## src/rtl/core/fragment_reassembly_tracker_macros.svh

```systemverilog
// Assertion macros for the fragment reassembly tracker.
// Included by the modules that carry concurrent checks; no other dependencies.
`ifndef FRAGMENT_REASSEMBLY_TRACKER_MACROS_SVH
`define FRAGMENT_REASSEMBLY_TRACKER_MACROS_SVH
`ifndef SYNTHESIS
// same-cycle implication
`define FRT_ASSERT_IMP(lbl, clk, rst_n, ante, cons) \
	lbl: assert property (@(posedge clk) disable iff (!rst_n) (ante) |-> (cons)) \
		else $error("frt: same-cycle check failed");
// next-cycle implication
`define FRT_ASSERT_NEXT(lbl, clk, rst_n, ante, cons) \
	lbl: assert property (@(posedge clk) disable iff (!rst_n) (ante) |=> (cons)) \
		else $error("frt: next-cycle check failed");
`else
`define FRT_ASSERT_IMP(lbl, clk, rst_n, ante, cons)
`define FRT_ASSERT_NEXT(lbl, clk, rst_n, ante, cons)
`endif
`endif

```

## src/rtl/core/frt_pkg.sv

```systemverilog
// Shared types and constants of the fragment reassembly tracker.
// No dependencies.
package frt_pkg;

	// reset value of the max_payload register
	localparam logic [15:0] MP_RESET = 16'd512;

	// width of MAX_FRAGMENTS * max_payload, sized for MAX_FRAGMENTS up to 4096
	localparam int unsigned LIM_W = 28;

	typedef enum logic [2:0] {
		ST_PENDING  = 3'd0,
		ST_COMPLETE = 3'd1,
		ST_BYPASS   = 3'd2,
		ST_FULL     = 3'd3,
		ST_RANGE    = 3'd4
	} status_t;

	// classified fragment header handed from front to back
	typedef struct packed {
		logic [15:0]      sender;
		logic [63:0]      msg_addr;
		logic [9:0]       frag_idx;
		logic [25:0]      total_bytes;
		logic             bypass;
		logic [15:0]      mp;       // effective max_payload (zero read as one)
		logic [25:0]      offset;   // frag_idx * mp
		logic [LIM_W-1:0] limit;    // MAX_FRAGMENTS * mp
	} item_t;

	typedef struct packed {
		status_t     status;
		logic [3:0]  entry;
		logic [25:0] slot_offset;
		logic [25:0] msg_bytes;
	} result_t;

endpackage

```

## src/rtl/core/frt_intf.sv

```systemverilog
// Handshake interfaces of the fragment reassembly tracker: fragment headers in,
// tracking results out. No dependencies.
interface frt_frag_if;
	logic        valid;
	logic        ready;
	logic [15:0] sender;
	logic [63:0] msg_addr;
	logic [9:0]  frag_idx;
	logic [15:0] frag_bytes;
	logic [25:0] total_bytes;

	modport source (output valid, sender, msg_addr, frag_idx, frag_bytes, total_bytes,
		input ready);
	modport sink (input valid, sender, msg_addr, frag_idx, frag_bytes, total_bytes,
		output ready);
endinterface


```

## src/rtl/core/frt_front.sv

```systemverilog
// Front part: holds max_payload, accepts fragment headers, flags single-fragment
// messages and precomputes the slot offset and range limit. Depends on frt_pkg, frt_intf.
module frt_front #(
	parameter int unsigned MAX_FRAGMENTS = 1024
) (
	input  logic           clk,
	input  logic           arst_n,
	frt_frag_if.sink       frag,
	input  logic           cfg_we,
	input  logic [15:0]    cfg_wdata,
	input  logic           init_busy,
	output logic           push_valid,
	input  logic           push_ready,
	output frt_pkg::item_t push_item
);

	localparam int unsigned LW = frt_pkg::LIM_W;

	logic [15:0]    mp_q;
	logic [15:0]    mp_eff;
	logic           v_s1;
	frt_pkg::item_t item_s1;
	logic           take;

	// configuration register
	always_ff @(posedge clk or negedge arst_n) begin
		if (!arst_n) begin
			mp_q <= frt_pkg::MP_RESET;
		end else if (cfg_we) begin
			mp_q <= cfg_wdata;
		end
	end

	assign mp_eff     = (mp_q == 16'd0) ? 16'd1 : mp_q;
	assign frag.ready = (!v_s1 || push_ready) && !init_busy;
	assign take       = frag.valid && frag.ready;
	assign push_valid = v_s1;
	assign push_item  = item_s1;

	// stage valid
	always_ff @(posedge clk or negedge arst_n) begin
		if (!arst_n) begin
			v_s1 <= 1'b0;
		end else if (take) begin
			v_s1 <= 1'b1;
		end else if (push_ready) begin
			v_s1 <= 1'b0;
		end
	end

	// classify and precompute products
	always_ff @(posedge clk) begin
		if (take) begin
			item_s1.sender      <= frag.sender;
			item_s1.msg_addr    <= frag.msg_addr;
			item_s1.frag_idx    <= frag.frag_idx;
			item_s1.total_bytes <= frag.total_bytes;
			item_s1.bypass      <= (26'(frag.frag_bytes) == frag.total_bytes);
			item_s1.mp          <= mp_eff;
			item_s1.offset      <= 26'(frag.frag_idx) * 26'(mp_eff);
			item_s1.limit       <= LW'(MAX_FRAGMENTS) * LW'(mp_eff);
		end
	end

endmodule

```

## src/flat_wrapper.sv

```systemverilog
// flat-port wrapper written by rule: the top's interface ports become plain ports
module frt_front_flat 
#(
	parameter int unsigned MAX_FRAGMENTS = 1024
)
  (clk, arst_n, cfg_we, cfg_wdata, init_busy, push_valid, push_ready, push_item, frag_valid, frag_sender, frag_msg_addr, frag_frag_idx, frag_frag_bytes, frag_total_bytes, frag_ready);
  frt_frag_if frag_i ();
  input  logic clk;
  input  logic arst_n;
  input  logic cfg_we;
  input  logic [15:0] cfg_wdata;
  input  logic init_busy;
  output logic push_valid;
  input  logic push_ready;
  output frt_pkg::item_t push_item;
  input wire logic [$bits(frag_i.valid)-1:0] frag_valid;
  input wire logic [$bits(frag_i.sender)-1:0] frag_sender;
  input wire logic [$bits(frag_i.msg_addr)-1:0] frag_msg_addr;
  input wire logic [$bits(frag_i.frag_idx)-1:0] frag_frag_idx;
  input wire logic [$bits(frag_i.frag_bytes)-1:0] frag_frag_bytes;
  input wire logic [$bits(frag_i.total_bytes)-1:0] frag_total_bytes;
  output wire logic [$bits(frag_i.ready)-1:0] frag_ready;
  assign frag_i.valid = frag_valid;
  assign frag_i.sender = frag_sender;
  assign frag_i.msg_addr = frag_msg_addr;
  assign frag_i.frag_idx = frag_frag_idx;
  assign frag_i.frag_bytes = frag_frag_bytes;
  assign frag_i.total_bytes = frag_total_bytes;
  assign frag_ready = frag_i.ready;
  frt_front #(.MAX_FRAGMENTS(MAX_FRAGMENTS)) u_core (.clk(clk), .arst_n(arst_n), .frag(frag_i), .cfg_we(cfg_we), .cfg_wdata(cfg_wdata), .init_busy(init_busy), .push_valid(push_valid), .push_ready(push_ready), .push_item(push_item));
endmodule
```

## config.mk

```make
export PLATFORM = sky130hd
export DESIGN_NAME = frt_front_flat
export DESIGN_NICKNAME = d
export VERILOG_FILES = /design/src/rtl/core/fragment_reassembly_tracker_macros.svh /design/src/rtl/core/frt_pkg.sv /design/src/rtl/core/frt_intf.sv /design/src/rtl/core/frt_front.sv /design/src/flat_wrapper.sv
export SDC_FILE = /design/constraint.sdc
export NUM_CORES = 1
export LEC_CHECK = 0
export ABC_AREA = 1
export CORE_MARGIN = 4
export CORE_UTILIZATION = 27
export CTS_BUF_LIST = sky130_fd_sc_hd__clkbuf_4 sky130_fd_sc_hd__clkbuf_8
export DETAILED_ROUTE_END_ITERATION = 8
export DONT_BUFFER_PORTS = 1
export GPL_TIMING_DRIVEN = 0
export PLACE_DENSITY_LB_ADDON = 0.3
export SLEW_MARGIN = 5
export SYNTH_ARGS = -nofsm -noshare
export SYNTH_HDL_FRONTEND = slang
export SYNTH_SLANG_ARGS = --single-unit
```

## constraint.sdc

```tcl
create_clock -name clk -period 14.9 [get_ports clk]
set_input_delay 0 -clock clk [delete_from_list [all_inputs] [get_ports clk]]
set_output_delay 0 -clock clk [all_outputs]
set_load 0.03 [all_outputs]
```

==> out/qor.yml <==
synth_flop_cell: "edfxtp_1"
status: "complete, no violations"
synthToLayoutAreaGrowth_pct: 25.8
path_cells: "nor4_1, nand3_1, nand2_1, inv_1, nor2_1, ha_1, inv_1, fa_1, inv_1, fa_1, fa_1, inv_1, fa_1, inv_1, ha_1, nand2_2, nor2_2, nand3_1, nand3_2, nand2_1, nand3_1, nand2_1"
skew_ns: 0.0188
hold_viol_final: 0
crit_path_start_kind: "register"
synth_seq_cells: 176
yosys.area.top_type: "edfxtp_1"
fin_nets: 1746
path_class: "register to register"
hold_class: "input pin to register"
die_w_um: 218
cts_made_buffers: 17
crit-reg2reg-launch: "u_core.mp_q[14]"
yosysTopAreaCellShare_pct: 40.3
startpoint: "u_core.mp_q[14]"
rows: 76
crit_path_max_fanout: 7
ir_drop_uv: 146
worst_pin_slew_ns: 0.866
coreArea_mm2: 0.0433
cpMaxStageDelayCell: "fa_1"
max-slew-margin-rel_pct: 42.1
gr-usage-all-layers_pct: 14.6
cts_max_level: 4
antenna_found_initial: 1
hp-start: "frag_sender[15]"
synth_enable_flop_cells: 159
synth_area_leaders: "edfxtp_1 40%, fa_1 19%, nand2_1 10%, inv_1 9.1%, ha_1 6.4%"
initial_core_util_pct: 27.4
die_h_um: 218
path_delay_family: "adder cells"
critPathRequiredTime_ns: 15.20
grt_pass1_wl_um: 52300
max_cap_viol_count: 0
drive_gt1_share_pct: 7.74
place_hpwl_um: 26500
synth_most_common_cell: "nand2_1"
cts_root_buffer: "clkbuf_8"
synthesis.area_mm2: 0.0119
grt_max_degree: 20
ys_types: 34
power_mw: 2.79
first_pass_iters: 5
power_leakage_nw: 7.09
slew_violations: 0
cp_slowest_stage_delay_ns: 0.52
clk_path_buf_depth: 2
setup_slack_ns: 9.53
drt-vias-per-instance: 4.20
worst_path_most_repeated_cell: "inv_1"
avgSynthCellArea_um2: 9.85
wl_per_cell_um: 16.8
grt_pass1_vias: 9199
place_ws_ns: 9.39
finalWirelength_um: 34000
regArea_mm2: 0.00520
port_buffers: 0
finalCriticalPeriod_ns: 5.37
clk_pin_slew_ns: 0.11
path_buf_inv: 5
rsz0062_at_grt: "no"
worstPathArrival_ns: 5.67
cts.sinks: 176
setup_tns_ns: 0
synth_cells: 1203
synth_commonest_cells: "328 x nand2_1, 286 x inv_1, 159 x edfxtp_1"
end_kind: "register"
drc: 0
yosys_warnings: 0
final.period_utilization_pct: 36.0
ctsResizeCount: 0
powerDensity_mw_per_mm2: 187
ys_seq_area_share_pct: 43.9
post-route-util_pct: 34.5
drt_iter0_drc: 397
fmax_mhz: 186
clk_latency_ns: 0.54
die_area_mm2: 0.0473
drtAntennaViolNets: 0
tritoncts: "done"
multi_input_area_mm2: 0.00522
final.fill_count: 4348
vias: 8483
gr-total-overflow: 0
async_flop_share_pct: 9.66
setup_viol: 0
place_congestion: 0.811
io_pins: 343
[state kept, by name (all words and copies together), names as in the netlist]
signal,flops
u_core.push_valid,1
u_core.mp_q,16
u_core.push_item,159
[metal layers]
metal	global-route usage [%]	routed length (µm)	vias up
li1	-	-	4013
met1	15.4	12800	4173
met2	28.0	18600	258
met3	3.80	1980	39
met4	4.52	665	0
met5	0	0	-
[power by group]
| part | switching (mW) | internal, mW | total [mW] |
|---|---|---|---|
| Sequential | 0.109 | 0.657 | 0.767 |
| Clock | 0.210 | 0.127 | 0.337 |
| Combinational | 1.07 | 0.614 | 1.69 |
[layout make-up]
cell class	instances	area share [%]
tap	585	4.91
timing repair buffer	188	12.6
multi-input combinational	671	35.0
buffer	81	2.75
clock buffer	17	1.57
sequential	176	34.9
clock inverter	15	1.15
inverter	286	7.20
antenna	1	0.0168
[cells by family (layout without fill, tap and decap cells)]
kind of cell	count (synthesis)	in the layout	synth area share [%]
AOI/OAI and AO/OA	24	24	1.12
xor gates and xnor gates	22	22	1.63
adders and majority gates	171	171	25.0
buffers and inverters	367	587	12.5
DFF	176	176	43.9
muxes	8	8	0.760
other	1	13	0.0316
and+or+nand+nor	434	434	15.1
[final timing paths]
| kind | to | slack (ns) | depth (start not counted) |
|---|---|---|---|
| worst max register to register | u_core.push_item[48] | 9.53 | 22 |
| min in group asynchronous | u_core.mp_q[14] | 0.56 | 2 |
| worst min register to register | u_core.push_item[55] | 0.60 | 1 |
| max in group asynchronous | u_core.mp_q[5] | 13.80 | 2 |
| worst max-delay path | u_core.push_item[48] | 9.53 | 22 |
| worst min-delay path | u_core.push_item[186] | 0.09 | 1 |
[cells in the final DEF, fill, tap and decap left out, types with 2 or more instances in the layout]
master / n
a21oi_1: 10
buf_4: 36
buf_6: 6
clkbuf_1: 51
clkbuf_8: 17
clkinv_4: 2
clkinv_8: 4
clkinvlp_4: 2
conb_1: 12
dfrtp_1: 16
dlygate4sd3_1: 173
edfxtp_1: 159
fa_1: 110
ha_1: 61
inv_1: 286
inv_6: 2
inv_8: 5
mux2_2: 8
nand2_1: 328
nand2_2: 10
nand3_1: 19
nand3_2: 3
nand3b_1: 2
nand4_1: 9
nor2_1: 40
nor2_2: 7
nor2_4: 2
nor3_1: 6
nor4_1: 3
o21ai_0: 9
o22ai_1: 2
or2_1: 2
xnor2_1: 4
xor2_1: 18
[through the flow]
stage               instances  hold slack [ns]  area (µm²)
floorplan                1214           -0.296       11900
global placement         1799           -0.295       12600
detailed placement       1814           -0.295       12800
CTS                      2019        0.0000964       14900
global route             2020           0.0270       14900
finish                   2020           0.0897       14900
[timing repair]
action                     CTS  global route
hold endpoints to repair   178             0
setup endpoints to repair    0             0
hold buffers               173             0
setup buffers                0             0
No activity file was read; power rests on OpenSTA's default activity.
