$ cat config.mk
export PLATFORM = sky130hd
export DESIGN_NAME = frt_fifo
export DESIGN_NICKNAME = d
export VERILOG_FILES = /design/src/rtl/core/fragment_reassembly_tracker_macros.svh /design/src/rtl/core/frt_pkg.sv /design/src/rtl/core/frt_fifo.sv
export SDC_FILE = /design/constraint.sdc
export NUM_CORES = 1
export LEC_CHECK = 0
export BUFFER_PORTS_ARGS = -buffer_cell sky130_fd_sc_hd__buf_2
export CAP_MARGIN = 15
export CORE_MARGIN = 2
export CORE_UTILIZATION = 30
export DETAILED_ROUTE_END_ITERATION = 16
export GPL_TIMING_DRIVEN = 1
export PLACE_DENSITY = 0.5
export RECOVER_POWER = 25
export SYNTH_ARGS = -nofsm -noshare
export SYNTH_HDL_FRONTEND = slang
export SYNTH_SLANG_ARGS = --single-unit
$ cat constraint.sdc
create_clock -name clk -period 29.4 [get_ports clk]
set_input_delay 1.47 -clock clk [delete_from_list [all_inputs] [get_ports clk]]
set_output_delay 1.47 -clock clk [all_outputs]
set_load 0.01 [all_outputs]
$ cat src/rtl/core/fragment_reassembly_tracker_macros.svh
// Assertion macros for the fragment reassembly tracker.
// Included by the modules that carry concurrent checks; no other dependencies.
`ifndef FRAGMENT_REASSEMBLY_TRACKER_MACROS_SVH
`define FRAGMENT_REASSEMBLY_TRACKER_MACROS_SVH
`ifndef SYNTHESIS
// same-cycle implication
`define FRT_ASSERT_IMP(lbl, clk, rst_n, ante, cons) \
	lbl: assert property (@(posedge clk) disable iff (!rst_n) (ante) |-> (cons)) \
		else $error("frt: same-cycle check failed");
// next-cycle implication
`define FRT_ASSERT_NEXT(lbl, clk, rst_n, ante, cons) \
	lbl: assert property (@(posedge clk) disable iff (!rst_n) (ante) |=> (cons)) \
		else $error("frt: next-cycle check failed");
`else
`define FRT_ASSERT_IMP(lbl, clk, rst_n, ante, cons)
`define FRT_ASSERT_NEXT(lbl, clk, rst_n, ante, cons)
`endif
`endif

$ cat src/rtl/core/frt_pkg.sv
// Shared types and constants of the fragment reassembly tracker.
// No dependencies.
package frt_pkg;

	// reset value of the max_payload register
	localparam logic [15:0] MP_RESET = 16'd512;

	// width of MAX_FRAGMENTS * max_payload, sized for MAX_FRAGMENTS up to 4096
	localparam int unsigned LIM_W = 28;

	typedef enum logic [2:0] {
		ST_PENDING  = 3'd0,
		ST_COMPLETE = 3'd1,
		ST_BYPASS   = 3'd2,
		ST_FULL     = 3'd3,
		ST_RANGE    = 3'd4
	} status_t;

	// classified fragment header handed from front to back
	typedef struct packed {
		logic [15:0]      sender;
		logic [63:0]      msg_addr;
		logic [9:0]       frag_idx;
		logic [25:0]      total_bytes;
		logic             bypass;
		logic [15:0]      mp;       // effective max_payload (zero read as one)
		logic [25:0]      offset;   // frag_idx * mp
		logic [LIM_W-1:0] limit;    // MAX_FRAGMENTS * mp
	} item_t;

	typedef struct packed {
		status_t     status;
		logic [3:0]  entry;
		logic [25:0] slot_offset;
		logic [25:0] msg_bytes;
	} result_t;

endpackage

$ cat src/rtl/core/frt_fifo.sv
// Two-entry item queue between the front and back parts.
// Depends on frt_pkg.
module frt_fifo (
	input  logic          clk,
	input  logic          arst_n,
	input  logic          push,
	input  frt_pkg::item_t push_item,
	output logic          not_full,
	input  logic          pop,
	output logic          not_empty,
	output frt_pkg::item_t head
);

	frt_pkg::item_t slot_q [2];
	logic           wr_q;
	logic           rd_q;
	logic [1:0]     cnt_q;

	assign not_full  = (cnt_q != 2'd2);
	assign not_empty = (cnt_q != 2'd0);
	assign head      = slot_q[rd_q];

	// pointers and fill count
	always_ff @(posedge clk or negedge arst_n) begin
		if (!arst_n) begin
			wr_q  <= 1'b0;
			rd_q  <= 1'b0;
			cnt_q <= 2'd0;
		end else begin
			if (push) begin
				wr_q <= ~wr_q;
			end
			if (pop) begin
				rd_q <= ~rd_q;
			end
			if (push && !pop) begin
				cnt_q <= cnt_q + 2'd1;
			end else if (pop && !push) begin
				cnt_q <= cnt_q - 2'd1;
			end
		end
	end

	// storage
	always_ff @(posedge clk) begin
		if (push) begin
			slot_q[wr_q] <= push_item;
		end
	end

endmodule

==> metrics.txt, run 1 <==
Iteration-0 DRC Markers 356; Root Driver clkbuf_16; CP Class reg -> out; startpoint types flip-flop; CTS tree yes; Final period util 16.93%; Final min period 4978 ps; area growth from synthesis to layout 27.14%; cell area after layout 0.01793 mm^2; Relative slew margins 28.03%; total power per unit cell area 97.65 mW/mm^2; post-DP HPWL 20120 um; worst r2r src wr_q; share of layout cells above drive strength 1 57.94%; cell taking the most area after synthesis edfxtp_1; post-synthesis instance area 0.01410 mm^2; post-synth cell types 15; final core occ 38.60%; Area contributors post-synth edfxtp_1 (80%), mux2_4 (11%), mux2_2 (6.9%); register area share after synthesis 80.34%; RSZ-0062 raised after global routing false; drt wl/cell 18.07 um; endpoint class of the critical path output pin; Synth top area share 79.63%; Max Cap Viol 0; post-CTS setup buffers 0; Final #Nets 1200; status finished clean; final hold vios 0; initial antenna violation count 7; Worst-path clk slew 50 ps; Initial DRT Pass Iterations 4; H-Tree Depth 2; Setup Viol. Count Final 0; cell repeated most along the worst path buf_4; height of the die 220.8 um; grt met1 use 15.30%; CP cell instances buf_4, buf_4, mux2_4, buf_2; reg2reg end slot_q[0][81]; Avg Inst Size Synth 23.58 um^2; setup TNS 0 ps; Worst Tran Pin Value 1080 ps; Worst Hold Class reg -> reg; FP Rows 79; top-count cell post-synth edfxtp_1; WP buf/inv 3; Die X 220.8 um; FF-to-FF path depth 3; EDFF count, synth 374; via count 6958; Post-synth top cells edfxtp_1 (374), mux2_4 (101), mux2_2 (86), buf_6 (15), buf_2 (6); hold endpoint cnt_q[1]; DP Area 0.01663 mm^2; total nets after synthesis 790; die area 0.04876 mm^2; maximum clock insertion buffer count 3; post-CTS resize count 0; worst vdd ir 74.42 uV; core area 0.04646 mm^2; Post-Syn Instances 598; Clock Skew 11.90 ps; Leakage 6.852 nW; fmax 0.2009 GHz; Worst R2R Setup Slack 26620 ps; delay of the slowest critical-path stage 830 ps; CP Data Arrival Time 3510 ps; Sink Count 378; hold depth 1; met3 Usage GRT 5.152%; Inserted Clock Buffers 41; GRT busiest layer met2; Yosys reg bits 378; hold_sp cnt_q[1]; Worst Path Max Fanout 53; GP Congestion 0.7515; WHS 501.9 ps; count of pins over their slew limit 0; Slowest cell on crit path buf_4; final WL 29760 um; Synth Flop Type edfxtp_1; Antenna Nets Post-Route 0; I/O Buffers 379; global-route usage over all layers 11.84%; drt drc 0; Vias/cell 4.225; Initial Util 30.36%; ys async rst share 1.058%; Post-CTS Hold Fix Bufs 0; IO Count 380; Overflow after GRT 0; worst path required time 27930 ps; met2 usage 18.16%; Crit path max-delay family buffers and inverters; largest net degree at the start of global routing 71; Synthesis Warnings 0; Clk Latency, worst-skew pair 540 ps; first-pass GRT wire length 44620 um; number of global-route vias before repair 7286
-- sequential cells by signal, summed over array words and instances, names as in the netlist --
signal and cells:
slot_q 374, rd_q 1, wr_q 1, cnt_q 2
-- worst reg2reg max path: stages (launching register included) --
cell     delay (ps)
dfrtp_1         430
nor2b_4         530
buf_4           680
buf_4           730
-- through the flow --
stage / setup slack, ps / std cells / total power [mW]
finish: 24420 / 1647 / 1.751
global route: 24200 / 1646 / 1.837
CTS: 24330 / 1645 / 1.783
detailed placement: 24930 / 1571 / 1.279
global placement: 24960 / 1571 / 1.276
floorplan: 19100 / 598 / 1.125
-- routing by layer --
metal | vias up | wire (um)
met3 | 54 | 2418
met4 | 12 | 571
met2 | 250 | 13520
li1 | 3218 | -
met1 | 3424 | 13170
met5 | - | 77
-- worst max-delay path by stage --
stage,start,end,slack (ps),depth (start not counted)
3_3_place_gp,push,slot_q[0][86],24960,4
4_1_cts,rd_q,head[115],24330,4
2_1_floorplan,push,slot_q[0][0],19100,1
3_5_place_dp,rd_q,head[103],24930,4
6_report,rd_q,head[103],24420,4
5_1_grt,rd_q,head[63],24200,4
-- layout by cell type, fill, tap and decap left out --
master	instances
and2_4	1
buf_16	1
buf_2	343
buf_4	8
bufinv_16	3
clkbuf_1	47
clkbuf_16	43
clkbuf_8	1
clkinv_1	4
clkinv_2	7
clkinv_4	1
clkinvlp_4	3
dfrtp_1	3
dfrtp_4	1
diode_2	1
edfxtp_1	374
ha_1	1
inv_1	1
inv_6	1
mux2_2	86
mux2_4	101
nand2b_1	1
nor2_1	1
nor2b_4	1
or2_2	1
xnor2_1	1
xor2_1	4
-- area by class of cell --
type	instances	area, um^2
repair buffers	388	1939
diodes	1	2.502
clock buffers	55	1131
flip-flops and latches	378	11330
multi-input cells	198	2580
inverters	1	3.754
well taps	607	759.5
fillers	4353	28530
clock inverters	19	180.2
-- cells by family after synthesis --
kind of cell	share of synthesized area, %
XOR/XNOR	0.3105
adder cells (fa/ha/maj)	0.08870
buffers and inverters	1.437
flip-flops	80.34
multiplexers	17.62
AND/OR/NAND/NOR	0.2041
-- power breakdown --
part | switching [mW] | internal (mW)
Sequential | 0.0343 | 0.716
Clock | 0.199 | 0.297
Combinational | 0.260 | 0.244
No activity file was read; power rests on OpenSTA's default activity.
==> inputs of run 2 (changes only) <==
--- a/config.mk
+++ b/config.mk
@@ -5,6 +5,7 @@
 export SDC_FILE = /design/constraint.sdc
 export NUM_CORES = 1
 export LEC_CHECK = 0
+export ABC_AREA = 1
 export BUFFER_PORTS_ARGS = -buffer_cell sky130_fd_sc_hd__buf_2
 export CAP_MARGIN = 15
 export CORE_MARGIN = 2
==> constraint.sdc (replaced) <==
create_clock -name clk -period 5.1 [get_ports clk]
set_input_delay 0.255 -clock clk [delete_from_list [all_inputs] [get_ports clk]]
set_output_delay 0.255 -clock clk [all_outputs]
set_load 0.01 [all_outputs]
==> metrics.txt, run 2 <==
Most flops, register slot_q; EDFF count, synth 374 (unchanged); CTS tree yes; CP cell instances buf_12, mux2_2, buf_2; Area contributors post-synth edfxtp_1 (80%), mux2_4 (11%), mux2_2 (6.9%); final hold vios 0 (unchanged); Initial DRT Pass Iterations 5 (+1); number of global-route vias before repair 8360 (+15%); highest-count cells in the layout ignoring fill and taps edfxtp_1 (374), buf_2 (305), dlygate4sd3_1 (190); GP Congestion 0.6975 (-7.2%); Worst Tran Pin Value 1049 ps (-30.40 ps); number of flip-flops in the largest register 374 (unchanged); Slowest cell on crit path dfrtp_4; final WL 30840 um (+3.6%); CP Class reg -> out; Worst Path Max Fanout 66 (+25%); Synth Flop Type edfxtp_1; Post-synth top cells edfxtp_1 (374), mux2_4 (101), mux2_2 (86), buf_6 (15); cell taking the most area after synthesis edfxtp_1; most common cell after layout, fill and taps aside edfxtp_1; FF-to-FF path depth 3 (unchanged); Setup Viol. Count Final 0 (unchanged); drt drc 0 (unchanged); maximum clock insertion buffer count 3 (unchanged); Die X 221.0 um (about the same); via count 7683 (+10%); count of pins over their slew limit 0 (unchanged); Final min period 3031 ps; initial antenna violation count 1 (-6); post-CTS setup buffers 0 (unchanged); H-Tree Depth 2 (unchanged); share of layout cells above drive strength 1 45.20% (-13 points); Final #Nets 1397 (+16%); first-pass GRT wire length 46890 um (+5.1%); Iteration-0 DRC Markers 353 (-0.84%); Inserted Clock Buffers 42 (+2.4%); Relative slew margins 30.05% (+2.0 points); global-route usage over all layers 12.29% (+0.45 points); Layout fillers 4283 (-1.6%); I/O Buffers 379 (unchanged); Clk Latency, worst-skew pair 550 ps (about the same); final core occ 42.69% (+4.1 points); status finished clean; Yosys reg bits 378 (unchanged); largest net degree at the start of global routing 99 (+39%); post-synthesis instance area 0.01412 mm^2 (+0.12%); endpoint class of the critical path output pin; placed cell count 1578 (+0.45%); total nets after synthesis 799 (+1.1%); worst r2r src wr_q; Initial Util 30.40% (+0.038 points); WP buf/inv 2 (-1); total power per unit cell area 517.1 mW/mm^2 (+430%); Max Cap Viol 0 (unchanged); post-DP HPWL 19420 um (-3.5%); Avg Inst Size Synth 23.26 um^2 (-1.4%); Worst-path clk slew 50 ps (about the same); drt wl/cell 16.70 um (-7.6%); Antenna Nets Post-Route 0 (unchanged); worst vdd ir 345.4 uV (+360%); ys async rst share 1.058% (unchanged); register area share after synthesis 80.24% (-0.10 points); FP Rows 79 (unchanged); worst path required time 4850 ps (-23080 ps); die area 0.04882 mm^2 (+0.12%); setup TNS 0 ps (unchanged); Final period util 59.43%; total power draw 10.26 mW (+490%); Top Registers slot_q: 374 flops, cnt_q: 2 flops; Finished Layout Cells 1847 (+12%); Worst Hold Class in -> async; Sink Count 378 (unchanged); startpoint types flip-flop; Worst R2R Setup Slack 2910 ps (-23710 ps); CP Data Arrival Time 2780 ps (-730 ps); fmax 0.3299 GHz; Synth top area share 79.53% (-0.099 points); RSZ-0062 raised after global routing false; core area 0.04646 mm^2 (unchanged); Crit path max-delay family flip-flops; Overflow after GRT 0 (unchanged); Clock Skew 12.17 ps (+0.2717 ps); Root Driver clkbuf_16; post-synth cell types 14 (-1); delay of the slowest critical-path stage 1130 ps (+300 ps); height of the die 221.0 um (about the same); reg2reg end slot_q[0][95]; top-count cell post-synth edfxtp_1; Synthesis Warnings 0 (unchanged); area growth from synthesis to layout 40.46%; Post-Syn Instances 607 (+1.5%); Leakage 7.582 nW (+11%); Vias/cell 4.160 (-1.5%); IO Count 380 (unchanged)
[run 2: final cells by class]
| cell class | instances | area (um^2) | area share (%) |
|---|---|---|---|
| clock buffers | 59 | 1179 | 5.942 |
| diodes | 1 | 2.502 | 0.01262 |
| clock inverters | 19 | 146.4 | 0.7381 |
| flip-flops and latches | 378 | 11330 | 57.15 |
| well taps | 607 | 759.5 | 3.829 |
| multi-input cells | 201 | 2572 | 12.97 |
| inverters | 7 | 33.78 | 0.1703 |
| repair buffers | 575 | 3806 | 19.19 |
[run 2: worst register-to-register path: cells and delay by family (launching register included)]
family	cells	cell delay, ps
buffers and inverters	2	1200
flip-flops	1	420
AND/OR/NAND/NOR	1	150
[run 2: power breakdown]
| group | leakage [nW] | total [mW] | switching (mW) | internal [mW] |
|---|---|---|---|---|
| sequential | 3.56 | 4.37 | 0.246 | 4.12 |
| clock | 0.643 | 2.89 | 1.17 | 1.72 |
| combinational | 3.38 | 3.00 | 1.50 | 1.50 |
[run 2: how the worst max path moves through the flow]
stage | startpoint | endpoint | slack [ps] | cells past startpoint
finish | rd_q | head[44] | 2070 | 3
global route | rd_q | head[44] | 1900 | 3
CTS | rd_q | head[17] | 1940 | 3
detailed placement | rd_q | head[23] | 2560 | 3
global placement | rd_q | head[155] | 2560 | 3
floorplan | wr_q | slot_q[1][0] | 480 | 2
[run 2: timing repair]
action                                 CTS  global route
hold buffers                           190             0
gates resized for setup                  0             0
endpoints found under the hold margin  380             0
[run 2: stage by stage]
step | hold slack [ps] | setup WS [ps] | cell area (um^2)
final | 97.22 | 2069 | 19830
after global routing | 102.1 | 1899 | 19830
after CTS | 6.725 | 1944 | 19920
after detailed placement | 70.51 | 2559 | 16690
after global placement | 69.23 | 2561 | 16690
after floorplan | -40.59 | 478.1 | 14130
[run 2: layer usage]
| metal | track usage [%] | share of wire [%] | up-vias |
|---|---|---|---|
| li1 | - | - | 3613 |
| met1 | 14.64 | 42 | 3785 |
| met3 | 4.302 | 6.4 | 44 |
| met5 | 0 | 0 | - |
| met2 | 20.67 | 50 | 241 |
| met4 | 4.178 | 2.2 | 0 |
[run 2: kinds of logic after synthesis]
kind of cell               synth area share (%)
xor gates and xnor gates                 0.1861
adders and majority gates               0.08859
buffers and inverters                     1.595
DFF                                       80.24
muxes                                     17.60
and+or+nand+nor                          0.2924
==> inputs of run 3 (changes only) <==
--- a/config.mk
+++ b/config.mk
@@ -12,7 +12,7 @@
 export CORE_UTILIZATION = 30
 export DETAILED_ROUTE_END_ITERATION = 16
 export GPL_TIMING_DRIVEN = 1
-export PLACE_DENSITY = 0.5
+export PLACE_DENSITY = 0.51
 export RECOVER_POWER = 25
 export SYNTH_ARGS = -nofsm -noshare
 export SYNTH_HDL_FRONTEND = slang
==> constraint.sdc (replaced) <==
create_clock -name clk -period 2.55 [get_ports clk]
set_input_delay 0.1275 -clock clk [delete_from_list [all_inputs] [get_ports clk]]
set_output_delay 0.1275 -clock clk [all_outputs]
set_load 0.01 [all_outputs]
==> metrics.txt, run 3 (synthesis gave the netlist of run 2 again) <==
status finished clean; setup TNS 0 ps (unchanged); via count 7699 (+0.21%); number of global-route vias before repair 8360 (unchanged); hold depth 2; initial antenna violation count 1 (unchanged); post-DP HPWL 19520 um (+0.53%); Max Cap Viol 0 (unchanged); Inserted Clock Buffers 41 (-2.4%); Worst Hold Class in -> reg; Worst Path Max Fanout 41 (-38%); Place WS 796.4 ps (-1762 ps); worst r2r src wr_q; height of the die 221.0 um (unchanged); Clock Skew 12.01 ps (-0.1649 ps); Worst-path clk slew 60 ps (about the same); CP Class reg -> out; Iteration-0 DRC Markers 344 (-2.5%); Worst R2R Setup Slack 900 ps (-2010 ps); clock power share 26.8% (-1.3 points); area growth from synthesis to layout 40.57% (about the same); Finished Layout Cells 1848 (+0.054%); Final min period 2277 ps; Vias/cell 4.166 (+0.15%); count of pins over their slew limit 0 (unchanged); CTS tree yes; CP Data Arrival Time 2150 ps (-630 ps); Seq pwr share 42.0% (-0.6 points); FP Rows 79 (unchanged); I/O Buffers 379 (unchanged); Clk Latency, worst-skew pair 550 ps (about the same); cell area after layout 0.01985 mm^2 (about the same); hold endpoint slot_q[0][26]; fmax 0.4392 GHz; Root Driver clkbuf_16; worst path required time 2420 ps (-2430 ps); final core occ 42.73% (about the same); final setup margin 273.2 ps (-1796 ps); post-CTS resize count 0 (unchanged); Antenna Nets Post-Route 0 (unchanged); startpoint types flip-flop; Worst Tran Pin Value 721.2 ps (-328.0 ps); die area 0.04882 mm^2 (unchanged); Initial DRT Pass Iterations 4 (-1); endpoint class of the critical path output pin; Initial Util 30.40% (unchanged); switching pwr 5.804 mW (+99%); post-CTS setup buffers 0 (unchanged); largest net degree at the start of global routing 112 (+13%); first-pass GRT wire length 46720 um (-0.37%); FF-to-FF path depth 3 (unchanged); RSZ-0062 raised after global routing false; reg2reg end slot_q[1][16]; core area 0.04646 mm^2 (unchanged); H-Tree Depth 2 (unchanged); maximum clock insertion buffer count 3 (unchanged); Final period util 89.29%; final WL 30470 um (-1.2%); Top Registers slot_q: 374 flops, cnt_q: 2 flops; CP startpoint rd_q; Sink Count 378 (unchanged); Combinational Power Share 31.2% (+1.9 points); Relative slew margins 51.92% (+22 points); worst vdd ir 685.6 uV (+98%); Setup Viol. Count Final 0 (unchanged); Die X 221.0 um (unchanged); hold_sp push_item[26]; drt drc 0 (unchanged); global-route usage over all layers 12.21% (-0.081 points); final hold vios 0 (unchanged); GP Congestion 0.7054 (+1.1%); drt wl/cell 16.49 um (-1.3%); total power per unit cell area 1025 mW/mm^2 (+98%); Most flops, register slot_q; placed cell count 1587 (+0.57%); Overflow after GRT 0 (unchanged); DP Area 0.01681 mm^2 (+0.70%); Post-CTS Hold Fix Bufs 191 (+0.53%); most common cell after layout, fill and taps aside edfxtp_1; Leakage 7.570 nW (-0.15%); IO Count 380 (unchanged); highest-count cells in the layout ignoring fill and taps edfxtp_1 (374), buf_2 (303), dlygate4sd3_1 (191); Final #Nets 1406 (+0.64%); number of flip-flops in the largest register 374 (unchanged); share of layout cells above drive strength 1 45.24% (about the same); switching share of power 28.53% (+0.10 points); internal power 14.54 mW (+98%)
==> run 3: cell count changes in the layout (fill, tap and decap cells not counted), sizes merged, moves of 2 or more <==
cell      delta
buf          +6
clkbuf       -3
clkinv       -3
clkinvlp     +2
==> run 3: cell type report <==
cell class | count | area, um^2
fill | 4224 | 26610
timing repair buffer | 585 | 3928
multi-input combinational | 201 | 2575
clock buffer | 53 | 1114
inverter | 7 | 30.03
tap | 607 | 759.5
antenna | 1 | 2.502
sequential | 378 | 11330
clock inverter | 16 | 107.6
==> run 3: critical path: stages (launching register included) <==
cell,delay [ps]
dfrtp_4,550
buf_12,220
buf_12,320
mux2_4,340
buf_2,140
==> run 3: power by group through the flow <==
stage / combinational (mW) / clock [mW] / sequential [mW]
after floorplan: 4.09 / 0 / 8.68
after global placement: 6.29 / 0 / 8.64
after detailed placement: 6.30 / 0 / 8.68
after CTS: 6.56 / 5.66 / 8.55
after global routing: 6.84 / 5.90 / 8.66
final: 6.35 / 5.44 / 8.55
==> run 3: metal layers <==
metal  GRT usage [%]  share of wire, %  up-vias
met1           14.38                40     3777
li1                -                 -     3620
met3           4.063               7.1       62
met2           20.38                49      240
met4           5.218               3.3        0
met5               0                 0        -
==> run 3: per-stage QoR <==
stage               power (mW)  hold slack, ps
finish                   20.35           300.9
floorplan                12.77          -168.1
global placement         14.93          -51.98
CTS                      20.78           247.1
global route             21.39           277.7
detailed placement       14.98          -51.28
==> run 3: how the worst max path moves through the flow <==
stage / slack (ps) / end / depth (start not counted)
floorplan: -1120 / slot_q[1][0] / 2
global placement: 800 / head[86] / 4
detailed placement: 800 / head[87] / 4
CTS: 190 / head[87] / 4
global route: 160 / head[81] / 4
finish: 270 / head[73] / 4
